File: src/design/assert_macros.svh
// Assertion macros used by the queue controller.
`ifndef ASSERT_MACROS_SVH
`define ASSERT_MACROS_SVH

// Check a property on every clock edge outside reset.
`define SPQ_ASSERT(label, clk, rst, prop, msg) \
  label: assert property (@(posedge clk) disable iff (rst) (prop)) else $error(msg);

// Check that an antecedent implies a consequent in the same cycle.
`define SPQ_ASSERT_IMPL(label, clk, rst, ante, cons, msg) \
  label: assert property (@(posedge clk) disable iff (rst) (ante) |-> (cons)) else $error(msg);

`endif

File: src/design/spq_pkg.sv
// Types and constants for the sorted priority task queue.
package spq_pkg;

  localparam int ID_W         = 16;
  localparam int PRI_W        = 8;
  localparam int DEF_CAPACITY = 16;

  typedef enum logic [1:0] {
    REQ_INSERT = 2'd0,
    REQ_POP    = 2'd1,
    REQ_REMOVE = 2'd2,
    REQ_LIST   = 2'd3
  } req_t;

  typedef enum logic [2:0] {
    ST_OK       = 3'd0,
    ST_DUP      = 3'd1,
    ST_NOTFOUND = 3'd2,
    ST_EMPTY    = 3'd3,
    ST_FULL     = 3'd4
  } status_t;

  typedef enum logic [2:0] {
    S_IDLE,
    S_SCAN,
    S_SHIFT_UP,
    S_SHIFT_DN,
    S_LIST,
    S_RESP
  } state_t;

  typedef struct packed {
    logic [ID_W-1:0]  id;
    logic [PRI_W-1:0] pri;
  } entry_t;

  typedef struct packed {
    status_t          status;
    logic [ID_W-1:0]  id;
    logic [PRI_W-1:0] pri;
    logic             last;
  } res_t;

endpackage

File: src/design/sorted_priority_task_queue.sv
// Insert: a scan reads one entry per cycle to find the slot, then a shift moves one entry
// per cycle through the entry store; a duplicate id or a full queue ends after the scan.
// Pop and remove: scan for the entry, then shift later entries down; an empty queue skips both.
// List: entries go out in order, one entry per cycle while the output is free.
// Accept the next request in the cycle after the result is loaded; a busy output stalls.
// Reset empties the queue and output; the store itself is not cleared.
module sorted_priority_task_queue import spq_pkg::*; #(
  parameter int CAPACITY = DEF_CAPACITY
) (
  input  logic        clk,
  input  logic        rst,
  input  logic        s_axis_tvalid,
  output logic        s_axis_tready,
  input  logic [23:0] s_axis_tdata,  // [15:0] task_id, [23:16] task_priority
  input  logic [1:0]  s_axis_tuser,  // [1:0] req_type
  output logic        m_axis_tvalid,
  input  logic        m_axis_tready,
  output logic [23:0] m_axis_tdata,  // [15:0] out_id, [23:16] out_priority
  output logic [2:0]  m_axis_tuser,  // [2:0] status
  output logic        m_axis_tlast   // last
);

  localparam int AW = $clog2(CAPACITY);

  logic          out_free;
  logic          res_load;
  res_t          res;
  res_t          out_q;
  logic          we;
  logic [AW-1:0] waddr;
  entry_t        wdata;
  logic [AW-1:0] raddr;
  entry_t        rdata;

  spq_ctrl #(.CAPACITY(CAPACITY)) u_ctrl (
    .clk      (clk),
    .rst      (rst),
    .in_valid (s_axis_tvalid),
    .in_ready (s_axis_tready),
    .in_req   (req_t'(s_axis_tuser)),
    .in_id    (s_axis_tdata[15:0]),
    .in_pri   (s_axis_tdata[23:16]),
    .out_free (out_free),
    .res_load (res_load),
    .res      (res),
    .we       (we),
    .waddr    (waddr),
    .wdata    (wdata),
    .raddr    (raddr),
    .rdata    (rdata)
  );

  spq_mem #(.CAPACITY(CAPACITY)) u_mem (
    .clk   (clk),
    .we    (we),
    .waddr (waddr),
    .wdata (wdata),
    .raddr (raddr),
    .rdata (rdata)
  );

  assign out_free = !m_axis_tvalid || m_axis_tready;

  always_ff @(posedge clk) begin
    if (rst) begin
      m_axis_tvalid <= 1'b0;
    end else if (res_load) begin
      m_axis_tvalid <= 1'b1;
    end else if (m_axis_tready) begin
      m_axis_tvalid <= 1'b0;
    end
  end

  always_ff @(posedge clk) begin
    if (res_load) begin
      out_q <= res;
    end
  end

  assign m_axis_tdata = {out_q.pri, out_q.id};
  assign m_axis_tuser = out_q.status;
  assign m_axis_tlast = out_q.last;

endmodule

File: src/design/spq_mem.sv
// Entry store: one write port, one registered read port.
module spq_mem import spq_pkg::*; #(
  parameter int CAPACITY = DEF_CAPACITY,
  localparam int AW = $clog2(CAPACITY)
) (
  input  logic          clk,
  input  logic          we,
  input  logic [AW-1:0] waddr,
  input  entry_t        wdata,
  input  logic [AW-1:0] raddr,
  output entry_t        rdata
);

  entry_t mem [CAPACITY];

  always_ff @(posedge clk) begin
    if (we) begin
      mem[waddr] <= wdata;
    end
    rdata <= mem[raddr];
  end

endmodule

File: src/design/spq_ctrl.sv
// Request sequencer: scans, shifts and lists entries through the store.
`include "assert_macros.svh"

module spq_ctrl import spq_pkg::*; #(
  parameter int CAPACITY = DEF_CAPACITY,
  localparam int AW = $clog2(CAPACITY),
  localparam int CW = $clog2(CAPACITY + 1)
) (
  input  logic             clk,
  input  logic             rst,
  input  logic             in_valid,
  output logic             in_ready,
  input  req_t             in_req,
  input  logic [ID_W-1:0]  in_id,
  input  logic [PRI_W-1:0] in_pri,
  input  logic             out_free,
  output logic             res_load,
  output res_t             res,
  output logic             we,
  output logic [AW-1:0]    waddr,
  output entry_t           wdata,
  output logic [AW-1:0]    raddr,
  input  entry_t           rdata
);

  state_t         state, state_next;
  logic [CW-1:0]  count, count_next;
  req_t           req, req_next;
  entry_t         key, key_next;
  logic [CW-1:0]  idx, idx_next;
  logic [CW-1:0]  pos, pos_next;
  logic           pos_found, pos_found_next;
  logic           d_vld, d_vld_next;
  logic [CW-1:0]  d_idx, d_idx_next;
  res_t           rsp, rsp_next;

  logic           hit_id;
  logic           lower;
  logic           tail;
  logic           match;

  always_ff @(posedge clk) begin
    if (rst) begin
      state <= S_IDLE;
      count <= '0;
      d_vld <= 1'b0;
    end else begin
      state <= state_next;
      count <= count_next;
      d_vld <= d_vld_next;
    end
  end

  always_ff @(posedge clk) begin
    req       <= req_next;
    key       <= key_next;
    idx       <= idx_next;
    pos       <= pos_next;
    pos_found <= pos_found_next;
    d_idx     <= d_idx_next;
    rsp       <= rsp_next;
  end

  assign hit_id = (rdata.id == key.id);
  assign lower  = (rdata.pri < key.pri);
  assign tail   = (d_idx == count - CW'(1));
  assign match  = (req == REQ_POP) ? (d_idx == '0) : hit_id;

  always_comb begin
    state_next     = state;
    count_next     = count;
    req_next       = req;
    key_next       = key;
    idx_next       = idx;
    pos_next       = pos;
    pos_found_next = pos_found;
    d_vld_next     = d_vld;
    d_idx_next     = d_idx;
    rsp_next       = rsp;
    in_ready       = 1'b0;
    res_load       = 1'b0;
    res            = rsp;
    we             = 1'b0;
    waddr          = '0;
    wdata          = key;
    raddr          = '0;
    case (state)
      S_IDLE: begin
        in_ready = 1'b1;
        if (in_valid) begin
          req_next       = in_req;
          key_next       = '{id: in_id, pri: in_pri};
          pos_found_next = 1'b0;
          d_vld_next     = 1'b0;
          d_idx_next     = '0;
          idx_next       = CW'(1);
          case (in_req)
            REQ_INSERT: begin
              if (count == '0) begin
                pos_next   = '0;
                idx_next   = '0;
                state_next = S_SHIFT_UP;
              end else begin
                d_vld_next = 1'b1;
                state_next = S_SCAN;
              end
            end
            REQ_POP, REQ_REMOVE: begin
              if (count == '0) begin
                rsp_next   = '{status: (in_req == REQ_POP) ? ST_EMPTY : ST_NOTFOUND,
                               id: '0, pri: '0, last: 1'b1};
                state_next = S_RESP;
              end else begin
                d_vld_next = 1'b1;
                state_next = S_SCAN;
              end
            end
            default: begin
              if (count == '0) begin
                rsp_next   = '{status: ST_EMPTY, id: '0, pri: '0, last: 1'b1};
                state_next = S_RESP;
              end else begin
                state_next = S_LIST;
              end
            end
          endcase
        end
      end
      S_SCAN: begin
        raddr = idx[AW-1:0];
        if (idx < count) begin
          idx_next   = idx + CW'(1);
          d_vld_next = 1'b1;
          d_idx_next = idx;
        end else begin
          d_vld_next = 1'b0;
        end
        if (d_vld) begin
          if (req == REQ_INSERT) begin
            if (hit_id) begin
              rsp_next   = '{status: ST_DUP, id: '0, pri: '0, last: 1'b1};
              d_vld_next = 1'b0;
              state_next = S_RESP;
            end else begin
              if (!pos_found && lower) begin
                pos_found_next = 1'b1;
                pos_next       = d_idx;
              end
              if (tail) begin
                d_vld_next = 1'b0;
                if (count == CW'(CAPACITY)) begin
                  rsp_next   = '{status: ST_FULL, id: '0, pri: '0, last: 1'b1};
                  state_next = S_RESP;
                end else begin
                  pos_next   = pos_found ? pos : (lower ? d_idx : count);
                  idx_next   = count;
                  state_next = S_SHIFT_UP;
                end
              end
            end
          end else begin
            if (match) begin
              rsp_next   = '{status: ST_OK, id: rdata.id, pri: rdata.pri, last: 1'b1};
              pos_next   = d_idx;
              idx_next   = d_idx + CW'(1);
              d_vld_next = 1'b0;
              state_next = S_SHIFT_DN;
            end else if (tail) begin
              rsp_next   = '{status: ST_NOTFOUND, id: '0, pri: '0, last: 1'b1};
              d_vld_next = 1'b0;
              state_next = S_RESP;
            end
          end
        end
      end
      S_SHIFT_UP: begin
        if (d_vld) begin
          we    = 1'b1;
          waddr = AW'(d_idx + CW'(1));
          wdata = rdata;
        end
        if (idx > pos) begin
          raddr      = AW'(idx - CW'(1));
          d_vld_next = 1'b1;
          d_idx_next = idx - CW'(1);
          idx_next   = idx - CW'(1);
        end else begin
          d_vld_next = 1'b0;
          if (!d_vld) begin
            we         = 1'b1;
            waddr      = pos[AW-1:0];
            wdata      = key;
            count_next = count + CW'(1);
            rsp_next   = '{status: ST_OK, id: '0, pri: '0, last: 1'b1};
            state_next = S_RESP;
          end
        end
      end
      S_SHIFT_DN: begin
        if (d_vld) begin
          we    = 1'b1;
          waddr = AW'(d_idx - CW'(1));
          wdata = rdata;
        end
        if (idx < count) begin
          raddr      = idx[AW-1:0];
          d_vld_next = 1'b1;
          d_idx_next = idx;
          idx_next   = idx + CW'(1);
        end else begin
          d_vld_next = 1'b0;
          if (!d_vld) begin
            count_next = count - CW'(1);
            state_next = S_RESP;
          end
        end
      end
      S_LIST: begin
        raddr = d_idx[AW-1:0];
        if (out_free) begin
          res_load = 1'b1;
          res      = '{status: ST_OK, id: rdata.id, pri: rdata.pri, last: tail};
          if (tail) begin
            state_next = S_IDLE;
          end else begin
            raddr      = AW'(d_idx + CW'(1));
            d_idx_next = d_idx + CW'(1);
          end
        end
      end
      S_RESP: begin
        if (out_free) begin
          res_load   = 1'b1;
          res        = rsp;
          state_next = S_IDLE;
        end
      end
      default: begin
        state_next = S_IDLE;
      end
    endcase
  end

  `SPQ_ASSERT(a_count_range, clk, rst, count <= CW'(CAPACITY), "entry count above capacity")
  `SPQ_ASSERT_IMPL(a_load_free, clk, rst, res_load, out_free, "result loaded into busy output")
  `SPQ_ASSERT_IMPL(a_write_range, clk, rst, we, CW'(waddr) <= count, "write beyond stored entries")
  `SPQ_ASSERT_IMPL(a_count_step, clk, rst, count != $past(count), $past(state) == S_SHIFT_UP || $past(state) == S_SHIFT_DN, "count changed outside a shift")

endmodule
File: config.mk
export PLATFORM = sky130hd
export DESIGN_NAME = sorted_priority_task_queue
export DESIGN_NICKNAME = d
export VERILOG_FILES = /design/src/design/spq_pkg.sv /design/src/design/sorted_priority_task_queue.sv /design/src/design/spq_mem.sv /design/src/design/spq_ctrl.sv
export VERILOG_INCLUDE_DIRS = /design/src /design/src/design
export SDC_FILE = /design/constraint.sdc
export NUM_CORES = 1
export LEC_CHECK = 0
export BUFFER_PORTS_ARGS = -buffer_cell sky130_fd_sc_hd__buf_2
export CORE_MARGIN = 10
export CORE_UTILIZATION = 50
export CTS_CLUSTER_DIAMETER = 30
export DETAILED_ROUTE_END_ITERATION = 7
export PLACE_DENSITY = 0.66
export SYNTH_ARGS = -nofsm -noshare
export SYNTH_HDL_FRONTEND = slang
export SYNTH_HIERARCHICAL = 1
export SYNTH_SLANG_ARGS = --single-unit
File: constraint.sdc
create_clock -name clk -period 9.1 [get_ports clk]
set_clock_uncertainty 0.2 [all_clocks]
set_input_delay 0.455 -clock clk [delete_from_list [all_inputs] [get_ports clk]]
set_output_delay 0.455 -clock clk [all_outputs]
set_load 0.02 [all_outputs]
==> flow_metrics.py, run 1 <==
metrics = {
    "synthesis": {
        "syn_nets": 1257,
        "ys_ff_latch": 515,
        "yosysTopAreaCellShare": 0.679,
        "synth_compound_area_frac": 0.0560,
        "synth.yosys.warnings": 6,
        "async_flop_share": 0,
        "synthAdderAreaFrac": 0.0165,
        "synth_mux_area_frac": 0.129,
        "synthDistinctLibCells": 83,
        "synth_area_leaders": "edfxtp_1, mux4_2, dfxtp_1",
        "synth_top_family_by_area": "multiplexers",
        "syn_inst": 1199,
        "synth_xor_area_frac": 0.0143,
        "yosysSeqAreaShare": 0.711,
        "ys_dominant_reg_cell": "edfxtp_1",
        "netlist_area_mm2": 0.0213,
        "avgSynthCellArea_um2": 17.8,
        "synth_top_area_cell": "edfxtp_1",
        "yosys.area_share.simple": 0.0535,
        "synth_edf_count": 481,
    },
    "layout": {
        "fill_cells": 2949,
        "layout_commonest_cell": "edfxtp_1",
        "final_net_count": 1405,
        "fin_util": 0.618,
        "area_delta_synth_final_pct": 22.1,
        "diodes": 0,
        "regArea_mm2": 0.0151,
        "drive_gt1_frac": 0.307,
        "multiInputGateArea_mm2": 0.00588,
        "final_cell_mix": "edfxtp_1, clkbuf_16, mux4_2",
    },
    "power": {
        "power.leakage_nw": 8.76,
        "peakVddDrop_mv": 0.264,
        "p_per_area_mw_per_mm2": 351,
    },
    "job": {
        "cap_violations": 0,
    },
    "worst_setup_path": {
        "start_kind": "flip-flop",
        "critPathMaxStageDelay_ns": 0.79,
        "path_max_fanout": 59,
        "worstSetupPathType": "flip-flop to flip-flop",
        "crit_chain": "inv_1 -> ha_1 -> a21o_1 -> a31oi_1 -> o21ai_1 -> a21oi_1 -> nand2_1 -> o221ai_4 -> buf_4 -> buf_4 -> mux4_2 -> a22oi_1 -> nand2_1",
        "cp.required_ns": 9.41,
        "slowest_stage": "buf_4",
        "cp.arrival_ns": 5.14,
        "endpoint_kind": "flip-flop",
    },
    "sta": {
        "setup_viol": 0,
        "rsz0062_at_grt": "false",
        "relSlewSlack": 0.242,
        "setup_tns_ns": 0,
        "fin_crit_ns": 4.83,
        "finalHoldViolCount": 0,
        "worst_pin_slew_ns": 1.11,
        "post-route-period-util": 0.531,
        "max_freq_mhz": 207,
        "slew_violations": 0,
    },
    "clocking": {
        "h-tree-depth": 3,
        "clockRootBuffer": "clkbuf_16",
        "clk_latency_ns": 0.64,
        "cts_made_buffers": 99,
        "cts_resized": 0,
        "cts_tree": "yes",
        "cts_sinks": 515,
        "cts.reportedPaths.clkPinSlew_ns": 0.05,
        "cts.path.max_buffers": 3,
    },
    "global_route": {
        "grt_pass1_vias": 12000,
        "track_usage": 0.199,
        "grt.overflow.total": 0,
        "grtUsageMet1": 0.265,
        "antenna_found_initial": 4,
        "top_usage_layer": "met2",
        "grt_pass1_wl_um": 75200,
        "grt_max_degree": 97,
        "met3_usage": 0.0437,
        "use_met2": 0.317,
    },
    "drt": {
        "drt_drc_violations_left": 0,
        "firstDrtPassIters": 6,
        "route.vias.total": 11700,
        "viasPerCell": 5.95,
        "ant_nets": 0,
        "first_iter_violations": 1279,
        "drt_wl_total_um": 50000,
        "wl_per_cell_um": 25.3,
    },
    "die": {
        "coreArea_mm2": 0.0420,
        "die_w_um": 226,
        "die_y_um": 226,
        "initial_core_util": 0.506,
        "ios": 60,
        "rows": 75,
        "dieArea_mm2": 0.0512,
    },
    "placed_design": {
        "portBuffers": 59,
        "gp_congestion": 0.944,
        "dp_hpwl_um": 27300,
    },
    "worst_hold_path": {
        "hold_class": "input port to flip-flop",
    },
    "status": {
        "status": "complete, no violations",
    },
}
[per-stage QoR]
stage               cell area (um^2)  setup WS, ns  hold WS, ns  instances  power (W)
floorplan                      21300          4.64        0.309       1199    0.00481
global placement               22200          4.31        0.316       1757    0.00544
detailed placement             22200          4.37        0.332       1757    0.00546
CTS                            26000          4.36        0.173       1973    0.00917
global route                   26000          4.03        0.210       1973    0.00950
finish                         26000          4.27        0.196       1973    0.00912
[report_power, final]
group,switching (W),internal (W)
logic,0.00125,0.000876
registers,0.000265,0.00307
clock network,0.00127,0.00240
[synth_stat cells (5+ instances only)]
master	number
xnor2_1	8
nand3_1	8
o31ai_1	5
a221o_1	5
ha_1	28
o211ai_1	7
a22oi_1	50
mux4_2	96
buf_6	6
nand2_1	57
inv_1	33
xor2_1	25
a211oi_1	6
buf_2	16
nor3_1	17
nand2b_1	9
nor2b_1	6
mux2_2	48
nand3b_1	5
and2_1	26
dfxtp_1	34
or3_1	5
nor2_1	49
a21oi_1	26
o21ai_0	23
edfxtp_1	481
clkbuf_1	30
[what timing repair did]
item	CTS	global route
hold buffers	28	0
endpoints found under the setup margin	0	0
setup buffers	0	0
hold endpoints to repair	34	0
[logic make-up (layout without fill, tap and decap cells)]
family	after synthesis	after routing
adder cells (fa/ha/maj)	28	28
multiplexers	148	148
AND/OR/NAND/NOR	216	216
AO/OA/AOI/OAI	165	165
buffers and inverters	93	328
flip-flops	515	515
XOR/XNOR	34	34
[final cells by class]
type                            count  area share
Multi-Input combinational cell    591       0.226
Inverter                           36     0.00520
Clock buffer                      111      0.0986
Sequential cell                   515       0.582
Timing Repair Buffer              104      0.0275
Clock inverter                     77      0.0347
Tap cell                          539      0.0259
[metal layers]
layer	routed length [um]	share of wire
met3	4030	0.081
met4	1120	0.022
met1	20700	0.41
met5	13	0.00026
met2	24200	0.48
[sequential cells by signal (all words and copies together), names as in the netlist]
| signal | cells |
|---|---|
| u_mem/mem | 384 |
| u_ctrl/rsp | 27 |
| m_axis_tdata | 24 |
| u_ctrl/key | 24 |
| u_mem/rdata | 24 |
| u_ctrl/count | 5 |
| u_ctrl/d_idx | 5 |
| u_ctrl/idx | 5 |
| u_ctrl/pos | 5 |
| m_axis_tuser | 3 |
| u_ctrl/state | 3 |
| u_ctrl/req | 2 |
| m_axis_tlast | 1 |
| m_axis_tvalid | 1 |
| u_ctrl/d_vld | 1 |
| u_ctrl/pos_found | 1 |
[worst paths after layout]
path,cells past startpoint,start,slack (ns),endpoint
worst max-delay path,13,u_ctrl/count[2],4.27,u_mem/rdata[0]
worst min-delay path,4,m_axis_tready,0.20,u_ctrl/state[2]
worst max register to register,13,u_ctrl/count[2],4.27,u_mem/rdata[0]
worst min register to register,1,u_ctrl/rsp[9],0.34,m_axis_tdata[0]
[worst max-delay path, delay by kind of cell, from the launching register on]
kind / cells / cell delay, ns
buffers and inverters: 3 / 1.48
AOI/OAI and AO/OA: 6 / 1.27
DFF: 1 / 0.66
muxes: 1 / 0.42
adders and majority gates: 1 / 0.35
and+or+nand+nor: 2 / 0.22
Note: power is estimated with default switching activity, not from simulation.
==> run 2, diff against run 1 <==
clock period = 4.7 ns   (was 9.1 ns; I/O delays follow)
==> run 2 against run 1 <==
Effect of this change:
- global-route usage grew 0.56 points
- count of clock-buffer cells in the layout shrank 3
- flip-flop and latch count did not move
- sequential share of layout area fell by 1.0 points
- design area rose by 1.8%
- utilization rose by 1.1 points
- non-clock buffer count rose by 30
- power grew 98%
- critical path depth down 1
- final cell count increased by 1.6%
- sequential power grew 92%
- die area did not move
- critical endpoint is now u_mem/rdata[2]
- largest cell class unchanged
==> flow_metrics.py, run 2 (synthesis results as in run 1) <==
metrics = {
    "status": {
        "status": "complete, no violations",
    },
    "drt": {
        "drt_drc_violations_left": 0,
        "first_iter_violations": 1381,
        "viasPerCell": 5.96,
        "drt_wl_total_um": 51400,
        "wl_per_cell_um": 25.7,
        "firstDrtPassIters": 5,
        "route.vias.total": 12000,
        "ant_nets": 0,
    },
    "power": {
        "switching_share": 0.302,
        "p_per_area_mw_per_mm2": 681,
        "p_int_w": 0.0126,
        "p_sw_w": 0.00544,
        "combPwrFrac": 0.237,
        "power.total_w": 0.0180,
        "p_clk_frac": 0.407,
        "power.leakage_nw": 9.01,
        "peakVddDrop_mv": 0.334,
        "p_seq_frac": 0.356,
    },
    "worst_setup_path": {
        "slowest_stage": "o221ai_4",
        "cp.required_ns": 5.03,
        "start_kind": "flip-flop",
        "crit_chain": "inv_1 -> ha_1 -> xor2_1 -> o211ai_1 -> a211o_4 -> nand2_1 -> mux2i_1 -> o221ai_4 -> buf_12 -> mux4_2 -> a22oi_1 -> nand2_1",
        "critPathMaxStageDelay_ns": 0.94,
        "r2r_slack_ns": 0.48,
        "cp.arrival_ns": 4.54,
        "endpoint_kind": "flip-flop",
        "path_max_fanout": 36,
        "worstSetupPathType": "flip-flop to flip-flop",
        "path_common_cell": "nand2_1",
    },
    "clocking": {
        "cts_resized": 0,
        "clk_latency_ns": 0.66,
        "cts_tree": "yes",
        "cts.path.max_buffers": 3,
        "h-tree-depth": 3,
        "cts_made_buffers": 100,
        "clockRootBuffer": "clkbuf_16",
        "cts.reportedPaths.clkPinSlew_ns": 0.05,
        "cts_sinks": 515,
    },
    "global_route": {
        "track_usage": 0.204,
        "antenna_found_initial": 1,
        "grt_pass1_vias": 12300,
        "grt.overflow.total": 0,
        "grt_max_degree": 55,
        "grt_pass1_wl_um": 77300,
    },
    "worst_hold_path": {
        "hold_class": "input port to flip-flop",
    },
    "sta": {
        "max_freq_mhz": 237,
        "post-route-period-util": 0.898,
        "rsz0062_at_grt": "false",
        "fin_crit_ns": 4.22,
        "relSlewSlack": 0.213,
        "setup_tns_ns": 0,
        "setup_viol": 0,
        "slew_violations": 0,
        "worst_pin_slew_ns": 1.18,
        "finalHoldViolCount": 0,
    },
    "die": {
        "coreArea_mm2": 0.0420,
        "die_y_um": 226,
        "dieArea_mm2": 0.0512,
        "die_w_um": 226,
        "ios": 60,
        "initial_core_util": 0.506,
        "rows": 75,
    },
    "layout": {
        "drive_gt1_frac": 0.322,
        "largestRegisters": "u_mem/mem x384, u_ctrl/rsp x27",
        "top_register": "u_mem/mem",
        "fin_util": 0.629,
        "layout_commonest_cell": "edfxtp_1",
        "area_delta_synth_final_pct": 24.3,
        "largest_reg_flops": 384,
        "final_cell_mix": "edfxtp_1, clkbuf_16, mux4_2",
        "final_net_count": 1436,
    },
    "job": {
        "cap_violations": 0,
    },
    "placed_design": {
        "gp_congestion": 0.910,
        "dp_hpwl_um": 29700,
        "portBuffers": 59,
    },
}
==> run 2: power groups by stage <==
stage          clock [W]  sequential, W  combinational (W)
6_report         0.00734        0.00641            0.00426
4_1_cts          0.00742        0.00640            0.00428
3_5_place_dp           0        0.00648            0.00422
3_3_place_gp           0        0.00646            0.00416
5_1_grt          0.00767        0.00645            0.00463
2_1_floorplan          0        0.00636            0.00296
==> run 2: critical path: cells and delay by family (launching register included) <==
| family | cells | cell delay (ns) |
|---|---|---|
| AOI/OAI and AO/OA | 4 | 1.61 |
| xor gates and xnor gates | 1 | 0.15 |
| adders and majority gates | 1 | 0.35 |
| buffers and inverters | 2 | 0.48 |
| DFF | 1 | 0.54 |
| muxes | 2 | 0.49 |
| and+or+nand+nor | 2 | 0.27 |
==> run 2: area by class of cell <==
class,count,area [um^2]
Fill cell,2862,15600
Inverter,36,135
Multi-Input combinational cell,591,5880
Timing Repair Buffer,134,1060
Tap cell,539,674
Antenna cell,1,2.50
Clock inverter,80,1040
Sequential cell,515,15100
Clock buffer,108,2540
==> run 2: layer usage <==
| layer | share of wire | global-route usage |
|---|---|---|
| met1 | 0.41 | 0.273 |
| met2 | 0.48 | 0.326 |
| met3 | 0.083 | 0.0410 |
| met4 | 0.023 | 0.0773 |
| met5 | 0 | 0 |
==> run 2: what timing repair did <==
item,in CTS,in global routing
hold endpoints to repair,41,0
setup buffers,0,0
hold buffers,30,0
setup endpoints to repair,0,0
==> run 2: path summary, 6_finish.rpt <==
path              cells after the start             from               to
setup / recovery                     12  u_ctrl/count[0]   u_mem/rdata[2]
hold / removal                        2  s_axis_tdata[4]   u_ctrl/key[12]
hold reg to reg                       1   u_ctrl/rsp[25]  m_axis_tuser[0]
setup reg to reg                     12  u_ctrl/count[0]   u_mem/rdata[2]
==> run 2: stage by stage <==
stage               hold WS, ns  setup WS (ns)  instance area, um^2  std cells
floorplan                0.0974          0.237                21300       1199
global placement          0.212          0.584                22600       1785
detailed placement        0.213          0.528                22600       1785
CTS                      0.0613          0.501                26400       2003
global route             0.0845          0.352                26400       2003
finish                   0.0842          0.481                26500       2004
